[config.mk]
export PLATFORM = sky130hd
export DESIGN_NAME = rpn_stack_evaluator
export DESIGN_NICKNAME = d
export VERILOG_FILES = /design/src/rse_pkg.sv /design/src/rse_ram.sv /design/src/rse_div.sv /design/src/rpn_stack_evaluator.sv
export SDC_FILE = /design/constraint.sdc
export NUM_CORES = 2
export LEC_CHECK = 0
export BUFFER_PORTS_ARGS = -buffer_cell sky130_fd_sc_hd__buf_2
export CORE_MARGIN = 2
export CORE_UTILIZATION = 55
export DETAILED_ROUTE_END_ITERATION = 10
export PLACE_DENSITY = 0.85
export RECOVER_POWER = 25
export SLEW_MARGIN = 5
export SYNTH_ARGS = -nofsm -noshare
export SYNTH_HDL_FRONTEND = slang
export SYNTH_HIERARCHICAL = 1
export SYNTH_SLANG_ARGS = --single-unit
[constraint.sdc]
create_clock -name i_clk -period 9.1 [get_ports i_clk]
set_clock_uncertainty 0.15 [all_clocks]
set_input_delay 2.275 -clock i_clk [delete_from_list [all_inputs] [get_ports i_clk]]
set_output_delay 2.275 -clock i_clk [all_outputs]
set_load 0.01 [all_outputs]
[src/rse_pkg.sv]
// Shared types, codes and widths of the postfix stack evaluator.
package rse_pkg;
    localparam int unsigned StackDepth = 32;
    localparam int unsigned AddrW = $clog2(StackDepth);
    localparam int unsigned DepthW = 6;

    localparam logic [1:0] KIND_PUSH  = 2'd0;
    localparam logic [1:0] KIND_OP    = 2'd1;
    localparam logic [1:0] KIND_CLEAR = 2'd2;

    localparam logic [2:0] OP_ADD = 3'd0;
    localparam logic [2:0] OP_MUL = 3'd1;
    localparam logic [2:0] OP_DIV = 3'd2;
    localparam logic [2:0] OP_GCD = 3'd3;
    localparam logic [2:0] OP_LCM = 3'd4;

    localparam logic [1:0] ERR_NONE     = 2'd0;
    localparam logic [1:0] ERR_DIVZERO  = 2'd1;
    localparam logic [1:0] ERR_FEWOPS   = 2'd2;
    localparam logic [1:0] ERR_OVERFLOW = 2'd3;

    typedef struct packed {
        logic        start;
        logic [31:0] dividend;
        logic [31:0] divisor;
    } t_div_req;

    typedef struct packed {
        logic        done;
        logic [31:0] quotient;
        logic [31:0] remainder;
    } t_div_rsp;
endpackage

[src/rse_ram.sv]
// Operand stack memory: one write port, one registered read port.
module rse_ram #(
    parameter int unsigned ADDR_W = 5,
    parameter int unsigned DATA_W = 32
) (
    input  logic              i_clk,
    input  logic              i_we,
    input  logic [ADDR_W-1:0] i_waddr,
    input  logic [DATA_W-1:0] i_wdata,
    input  logic [ADDR_W-1:0] i_raddr,
    output logic [DATA_W-1:0] o_rdata
);
    logic [DATA_W-1:0] r_mem [2**ADDR_W];

    always_ff @(posedge i_clk) begin
        if (i_we) begin
            r_mem[i_waddr] <= i_wdata;
        end
        o_rdata <= r_mem[i_raddr];
    end
endmodule

[src/rse_div.sv]
// Signed truncating divider, one quotient bit per cycle.
module rse_div (
    input  logic              i_clk,
    input  logic              i_rst_n,
    input  rse_pkg::t_div_req i_req,
    output rse_pkg::t_div_rsp o_rsp
);
    logic        r_busy, r_done;
    logic [5:0]  r_cnt;
    logic [31:0] r_quo, r_rem, r_dvs;
    logic        r_negq, r_negr;
    logic [32:0] w_trial;
    logic [31:0] w_rem_sh;
    logic [31:0] w_a_abs, w_b_abs;

    assign w_a_abs = i_req.dividend[31] ? 32'(-i_req.dividend) : i_req.dividend;
    assign w_b_abs = i_req.divisor[31] ? 32'(-i_req.divisor) : i_req.divisor;
    assign w_rem_sh = {r_rem[30:0], r_quo[31]};
    assign w_trial = {r_rem, r_quo[31]} - {1'b0, r_dvs};

    always_ff @(posedge i_clk) begin
        if (!i_rst_n) begin
            r_busy <= 1'b0;
            r_done <= 1'b0;
            r_cnt  <= '0;
        end else begin
            r_done <= !i_req.start && r_busy && (r_cnt == 6'd1);
            if (i_req.start) begin
                r_busy <= 1'b1;
                r_cnt  <= 6'd32;
                r_quo  <= w_a_abs;
                r_rem  <= '0;
                r_dvs  <= w_b_abs;
                r_negq <= i_req.dividend[31] ^ i_req.divisor[31];
                r_negr <= i_req.dividend[31];
            end else if (r_busy) begin
                if (!w_trial[32]) begin
                    r_rem <= w_trial[31:0];
                    r_quo <= {r_quo[30:0], 1'b1};
                end else begin
                    r_rem <= w_rem_sh;
                    r_quo <= {r_quo[30:0], 1'b0};
                end
                r_cnt <= r_cnt - 6'd1;
                if (r_cnt == 6'd1) begin
                    r_busy <= 1'b0;
                end
            end
        end
    end

    assign o_rsp.done      = r_done;
    assign o_rsp.quotient  = r_negq ? 32'(-r_quo) : r_quo;
    assign o_rsp.remainder = r_negr ? 32'(-r_rem) : r_rem;
endmodule

[src/rpn_stack_evaluator.sv]
// Top level of the postfix stack evaluator.
// One token at a time: the next request is taken only after the result has been accepted.
// Push, clear and ignored tokens go straight to the top-of-stack read; add and multiply read
// two operands, compute and write back; divide runs the bit-serial divider first. Gcd runs one
// division per Euclid step (at most about 45 steps) and lcm adds one more division. Operands
// are read from the stack memory one entry per cycle, the result is written back before the
// next token, and a result waits for m_axis_tready while the input stays stalled.
module rpn_stack_evaluator (
    input  logic        i_clk,
    input  logic        i_rst_n,
    input  logic        s_axis_tvalid,
    output logic        s_axis_tready,
    input  logic [39:0] s_axis_tdata,  // value[31:0], opcode[34:32], zero fill
    input  logic [1:0]  s_axis_tuser,  // kind[1:0]
    output logic        m_axis_tvalid,
    input  logic        m_axis_tready,
    output logic [39:0] m_axis_tdata,  // top_value[31:0], depth[37:32], zero fill
    output logic [1:0]  m_axis_tuser   // status[1:0]
);
    localparam logic [3:0] S_IDLE = 4'd0, S_RD1 = 4'd1, S_RD2 = 4'd2, S_OPR = 4'd3,
                           S_DIV = 4'd4, S_GCD = 4'd5, S_LCMD = 4'd6, S_WB = 4'd7,
                           S_TOP = 4'd8, S_TOPW = 4'd9, S_OUT = 4'd10, S_EXE = 4'd11,
                           S_TOPD = 4'd12;

    logic [3:0]  r_st;
    logic [rse_pkg::DepthW-1:0] r_sp;
    logic [1:0]  r_err;
    logic [2:0]  r_op;
    logic [31:0] r_l, r_r, r_res, r_b, r_top;
    logic        r_we;
    logic [rse_pkg::AddrW-1:0] r_waddr;
    logic [31:0] r_wdata;
    logic [rse_pkg::AddrW-1:0] r_raddr;
    logic [31:0] w_rdata;
    rse_pkg::t_div_req w_dreq;
    rse_pkg::t_div_rsp w_drsp;
    logic [1:0]  w_kind;
    logic [2:0]  w_opc;
    logic [rse_pkg::DepthW-1:0] w_sp_m1, w_sp_m2;
    logic        w_push_ok;

    assign w_kind = s_axis_tuser;
    assign w_opc  = s_axis_tdata[34:32];
    assign w_sp_m1 = r_sp - 6'd1;
    assign w_sp_m2 = r_sp - 6'd2;
    assign w_push_ok = (r_st == S_IDLE) && s_axis_tvalid && (w_kind == rse_pkg::KIND_PUSH)
                       && (r_err == rse_pkg::ERR_NONE) && (r_sp < 6'(rse_pkg::StackDepth));

    rse_ram #(.ADDR_W(rse_pkg::AddrW), .DATA_W(32)) u_ram (
        .i_clk(i_clk), .i_we(r_we), .i_waddr(r_waddr), .i_wdata(r_wdata),
        .i_raddr(r_raddr), .o_rdata(w_rdata)
    );

    rse_div u_div (.i_clk(i_clk), .i_rst_n(i_rst_n), .i_req(w_dreq), .o_rsp(w_drsp));

    assign s_axis_tready = (r_st == S_IDLE);
    assign m_axis_tvalid = (r_st == S_OUT);
    assign m_axis_tdata  = {2'b0, r_sp, r_top};
    assign m_axis_tuser  = r_err;

    always_comb begin
        w_dreq = '0;
        if (r_st == S_EXE && (r_op == rse_pkg::OP_DIV) && r_r != 32'd0) begin
            w_dreq.start = 1'b1; w_dreq.dividend = r_l; w_dreq.divisor = r_r;
        end else if (r_st == S_EXE && (r_op == rse_pkg::OP_GCD || r_op == rse_pkg::OP_LCM)
                     && r_l != 32'd0 && r_r != 32'd0) begin
            w_dreq.start = 1'b1; w_dreq.dividend = r_l; w_dreq.divisor = r_r;
        end else if (r_st == S_GCD && w_drsp.done && w_drsp.remainder != 32'd0) begin
            w_dreq.start = 1'b1; w_dreq.dividend = r_b; w_dreq.divisor = w_drsp.remainder;
        end else if (r_st == S_GCD && w_drsp.done && r_op == rse_pkg::OP_LCM) begin
            w_dreq.start = 1'b1; w_dreq.dividend = 32'(r_l * r_r); w_dreq.divisor = r_b;
        end
    end

    always_ff @(posedge i_clk) begin
        if (!i_rst_n) begin
            r_st  <= S_IDLE;
            r_sp  <= '0;
            r_err <= rse_pkg::ERR_NONE;
            r_we  <= 1'b0;
        end else begin
            r_we <= w_push_ok || (r_st == S_WB);
            unique case (r_st)
                S_IDLE: if (s_axis_tvalid) begin
                    if (w_kind == rse_pkg::KIND_CLEAR) begin
                        r_sp  <= '0;
                        r_err <= rse_pkg::ERR_NONE;
                        r_st  <= S_TOP;
                    end else if (r_err == rse_pkg::ERR_NONE && w_kind == rse_pkg::KIND_PUSH) begin
                        r_st <= S_TOP;
                        if (r_sp >= 6'(rse_pkg::StackDepth)) begin
                            r_err <= rse_pkg::ERR_OVERFLOW;
                        end else begin
                            r_waddr <= r_sp[rse_pkg::AddrW-1:0];
                            r_wdata <= s_axis_tdata[31:0];
                            r_sp    <= r_sp + 6'd1;
                        end
                    end else if (r_err == rse_pkg::ERR_NONE && w_kind == rse_pkg::KIND_OP
                                 && w_opc <= rse_pkg::OP_LCM) begin
                        if (r_sp < 6'd2) begin
                            r_err <= rse_pkg::ERR_FEWOPS;
                            r_st  <= S_TOP;
                        end else begin
                            r_op    <= w_opc;
                            r_raddr <= w_sp_m1[rse_pkg::AddrW-1:0];
                            r_st    <= S_RD1;
                        end
                    end else begin
                        r_st <= S_TOP;
                    end
                end
                S_RD1: begin
                    r_raddr <= w_sp_m2[rse_pkg::AddrW-1:0];
                    r_st    <= S_RD2;
                end
                S_RD2: begin
                    r_r  <= w_rdata;
                    r_st <= S_OPR;
                end
                S_OPR: begin
                    r_l  <= w_rdata;
                    r_st <= S_EXE;
                end
                S_EXE: begin
                    unique case (r_op) inside
                        rse_pkg::OP_ADD: begin
                            r_res <= r_l + r_r;
                            r_st  <= S_WB;
                        end
                        rse_pkg::OP_MUL: begin
                            r_res <= 32'(r_l * r_r);
                            r_st  <= S_WB;
                        end
                        rse_pkg::OP_DIV: begin
                            if (r_r == 32'd0) begin
                                r_err <= rse_pkg::ERR_DIVZERO;
                                r_st  <= S_TOP;
                            end else r_st <= S_DIV;
                        end
                        rse_pkg::OP_GCD, rse_pkg::OP_LCM: begin
                            if (r_l == 32'd0 || r_r == 32'd0) begin
                                r_res <= (r_op == rse_pkg::OP_LCM) ?
                                         32'd0 : ((r_l == 32'd0) ? r_r : r_l);
                                r_st  <= S_WB;
                            end else begin
                                r_b  <= r_r;
                                r_st <= S_GCD;
                            end
                        end
                        default: r_st <= S_TOP;
                    endcase
                end
                S_DIV: if (w_drsp.done) begin
                    r_res <= w_drsp.quotient;
                    r_st  <= S_WB;
                end
                S_GCD: if (w_drsp.done) begin
                    if (w_drsp.remainder != 32'd0) begin
                        r_b <= w_drsp.remainder;
                    end else if (r_op == rse_pkg::OP_LCM) begin
                        r_st <= S_LCMD;
                    end else begin
                        r_res <= r_b;
                        r_st  <= S_WB;
                    end
                end
                S_LCMD: if (w_drsp.done) begin
                    r_res <= w_drsp.quotient;
                    r_st  <= S_WB;
                end
                S_WB: begin
                    r_waddr <= w_sp_m2[rse_pkg::AddrW-1:0];
                    r_wdata <= r_res;
                    r_sp    <= r_sp - 6'd1;
                    r_st    <= S_TOP;
                end
                S_TOP: begin
                    r_raddr <= w_sp_m1[rse_pkg::AddrW-1:0];
                    r_st    <= S_TOPD;
                end
                S_TOPD: r_st <= S_TOPW;
                S_TOPW: r_st <= S_OUT;
                S_OUT: if (m_axis_tready) r_st <= S_IDLE;
                default: r_st <= S_IDLE;
            endcase
        end
    end

    always_ff @(posedge i_clk) begin
        if (r_st == S_TOPW) begin
            r_top <= (r_sp == 6'd0) ? 32'd0 : w_rdata;
        end
    end

`ifndef SYNTHESIS
    a_depth_bound: assert property (@(posedge i_clk) disable iff (!i_rst_n)
        r_sp <= 6'(rse_pkg::StackDepth)) else $error("depth above capacity");
    a_ready_idle: assert property (@(posedge i_clk) disable iff (!i_rst_n)
        s_axis_tready |-> !m_axis_tvalid) else $error("ready while result pending");
    a_wb_pop: assert property (@(posedge i_clk) disable iff (!i_rst_n)
        (r_st == S_WB) |=> (r_sp == $past(r_sp) - 6'd1)) else $error("pop lost");
    a_err_freeze: assert property (@(posedge i_clk) disable iff (!i_rst_n)
        (r_st == S_IDLE && r_err != rse_pkg::ERR_NONE && !(s_axis_tvalid
         && s_axis_tuser == rse_pkg::KIND_CLEAR)) |=> $stable(r_sp))
        else $error("stack moved under error");
    a_div_seen: assert property (@(posedge i_clk) disable iff (!i_rst_n)
        w_dreq.start |-> (w_dreq.divisor != 32'd0)) else $error("zero divisor");
`endif
endmodule

==> results.toml <==
[sta]
fmax_mhz = 112.3
fin_setup_tns_ns = 0
slew-limit-headroom_pct = 11.17
setup_viol = 0
finalHoldViolations = 0
post-route-period-util_pct = 97.81
period_minus_slack_ns = 8.901
holdWs_ns = 0.3379
worstMarginPinSlew_ns = 1.332
finalMaxSlewViolations = 0

[clocking]
clock_sinks = 1380
root_buffer = "clkbuf_16"
clk_pin_slew_ns = 0.07
cts.path.max_buffers = 3
cts_made_buffers = 136
cts-htree-levels = 4
clk_latency_ns = 0.80
cts_tree = "yes"

[placed_design]
gp_congestion = 1.029
postPlaceCellArea_um2 = 80880
port_buffers = 82
dpl.hpwl_um = 148600

[setup_path]
r2r_end = "u_div/r_quo[10]"
cp_common_cell = "fa_1"
cp-end-kind = "flip-flop"
critical_path_arrival_ns = 9.28
r2r_setup_slack_ns = 0.20
start_kind = "flip-flop"
required_ns = 9.48
crit_fanout = 15
crit_type = "reg -> reg"
ff2ff_path_depth = 29
slowest_delay_ns = 0.60
critPathSlowestCell = "fa_1"
worstReg2RegStart = "r_r[2]"

[final_layout]
most-common-layout-cells = "edfxtp_1, nand2_1, inv_1, mux2i_1, fa_1"
final_area_um2 = 85740
final_layout_size_suffix_gt1_share_pct = 10.38
layout.nets = 7054
layout_commonest_cell = "edfxtp_1"
area_growth_pct = 10.37

[worst_hold_path]
min_from = "u_ram/o_rdata[31]"
worst_hold_path_type = "reg -> reg"
min_to = "r_l[31]"
min_path_cells = 0

[global_routing]
antenna_found_initial = 15
grt_pass1_vias = 53410
grt_max_degree = 129
grt_pass1_wl_um = 343800
overflow = 0
grt.total_usage_pct = 32.19

[detailed_routing]
drt-vias-per-instance = 6.449
drt_iter0_markers = 7638
wl_um = 235500
first_pass_iters = 11
drc = 0
wl_per_cell_um = 28.06
vias = 54120
antenna_left = 0

[status]
status = "complete, no violations"

[logic_synthesis]
post_synth_num_cell_types = 98
synthAdderAreaFrac_pct = 13.75
synth_top_family_by_area = "adder cells"
synth-async-reset-ratio_pct = 0
synth-edff-count = 1327
syn_avg_cell_area_um2 = 12.33
yosysSeqAreaShare_pct = 52.66
yosys-mux-area-fraction_pct = 7.090
synth_flop_cell = "edfxtp_1"
synthSimpleGateAreaFrac_pct = 10.34
yosys_warnings = 6
synth.cell_area_um2 = 77680
postSynthCellCount = 6298
synth-seq-cells = 1380
synth_compound_area_share_pct = 8.304
synth-xor-area-share_pct = 2.999

[floorplan]
coreArea_um2 = 139900
initial_core_util_pct = 55.54
io-pin-count = 90
rows = 137
die_h_um = 379.8
fp.dieArea_um2 = 144300
die_w_um = 379.8

[job]
drv_cap = 0
worst max-delay path, delay by kind of cell, from the launching register on:
family	cells	cell delay [ns]
compound gates	4	0.97
xor+xnor	2	0.39
fa+ha+maj	9	4.46
buf+inv	8	1.00
flops	1	0.39
mux	1	0.27
simple gates	5	1.01
Yosys cell counts (10+ instances only):
cell	number	area [um2]
nor2_1	179	671.9
buf_1	17	63.81
o22ai_1	11	68.82
nor4_1	36	225.2
buf_6	19	214.0
a22o_1	66	578.1
mux2_2	10	112.6
mux2i_1	539	5395
o41ai_1	13	113.9
o21a_1	16	120.1
fa_1	410	8208
xor2_1	71	621.9
a21o_1	46	345.3
nor3_1	72	360.4
o31ai_1	52	390.4
xnor2_1	195	1708
buf_2	37	185.2
a211oi_1	18	135.1
ha_1	198	2477
nand3_1	133	665.6
or3_1	38	237.7
a21oi_1	222	1111
nand3b_1	17	127.6
nand2b_1	37	231.5
nand4_1	21	131.4
a221oi_1	10	87.58
a222oi_1	46	460.4
dfxtp_1	53	1061
o21ai_0	140	700.7
o21ai_1	18	90.09
nor2b_1	21	131.4
inv_1	549	2061
and2_1	339	2121
buf_4	40	300.3
a31oi_1	48	300.3
edfxtp_1	1327	39850
nand2_1	693	2601
or4_1	16	120.1
a22oi_1	132	991.0
clkbuf_1	235	882.1
and3_1	11	68.82
worst max-delay path by stage:
stage	start	to	slack (ns)	cells past startpoint
floorplan	r_l[12]	u_div/r_quo[30]	0.07	34
global placement	r_r[7]	u_div/r_quo[29]	-0.02	33
detailed placement	r_r[6]	u_div/r_quo[25]	-0.13	29
CTS	r_r[6]	u_div/r_quo[25]	0.0005	30
global route	r_r[6]	u_div/r_quo[29]	-0.02	30
finish	r_r[2]	u_div/r_quo[10]	0.20	29
cells by family after synthesis:
family	after synthesis
and+or+nand+nor	1652
DFF	1380
AOI/OAI and AO/OA	938
buffers and inverters	904
adders and majority gates	608
muxes	549
xor gates and xnor gates	266
other	1
state kept, by name, indices dropped and copies added (netlist names), 3 cells and up:
| name | cells |
|---|---|
| r_wdata | 32 |
| u_div/r_quo | 32 |
| r_st | 4 |
| r_r | 32 |
| r_waddr | 5 |
| r_res | 32 |
| r_sp | 6 |
| u_ram/o_rdata | 32 |
| u_ram/r_mem | 1024 |
| r_op | 3 |
| r_top | 32 |
| r_b | 32 |
| u_div/r_rem | 32 |
| u_div/r_cnt | 6 |
| r_raddr | 5 |
| r_l | 32 |
| u_div/r_dvs | 32 |
repair_timing:
action / CTS / global route
endpoints found under the setup margin: 6 / 23
buffers inserted: 3 / 4
hold buffers: 0 / 0
pin swaps: 4 / 22
endpoints found under the hold margin: 0 / 0
gates resized for setup: 11 / 52
area by class of cell:
class	instances	area, um2
Antenna cell	7	17.52
Timing Repair Buffer	318	2298
Clock inverter	66	735.7
Fill cell	10130	54140
Inverter	549	2061
Clock buffer	182	3762
Multi-Input combinational cell	4015	33610
Sequential cell	1380	40910
Tap cell	1876	2347
metrics by stage:
step,util [%],instances,setup WS [ns]
CTS,61.10,8381,0.0005151
global placement,57.82,8130,-0.02051
floorplan,-,6299,0.07231
global route,61.28,8386,-0.01774
finish,61.30,8393,0.1989
detailed placement,57.82,8130,-0.1317
layer usage:
metal | GRT usage, % | share of wire (%)
met1 | 42.79 | 36
met2 | 47.18 | 43
met3 | 9.537 | 14
met4 | 18.58 | 6.8
met5 | 0 | 0.060
Power is left out: the tool's default activity adds up to more than one toggle a clock period on the data nets, which glitch-free logic cannot reach.
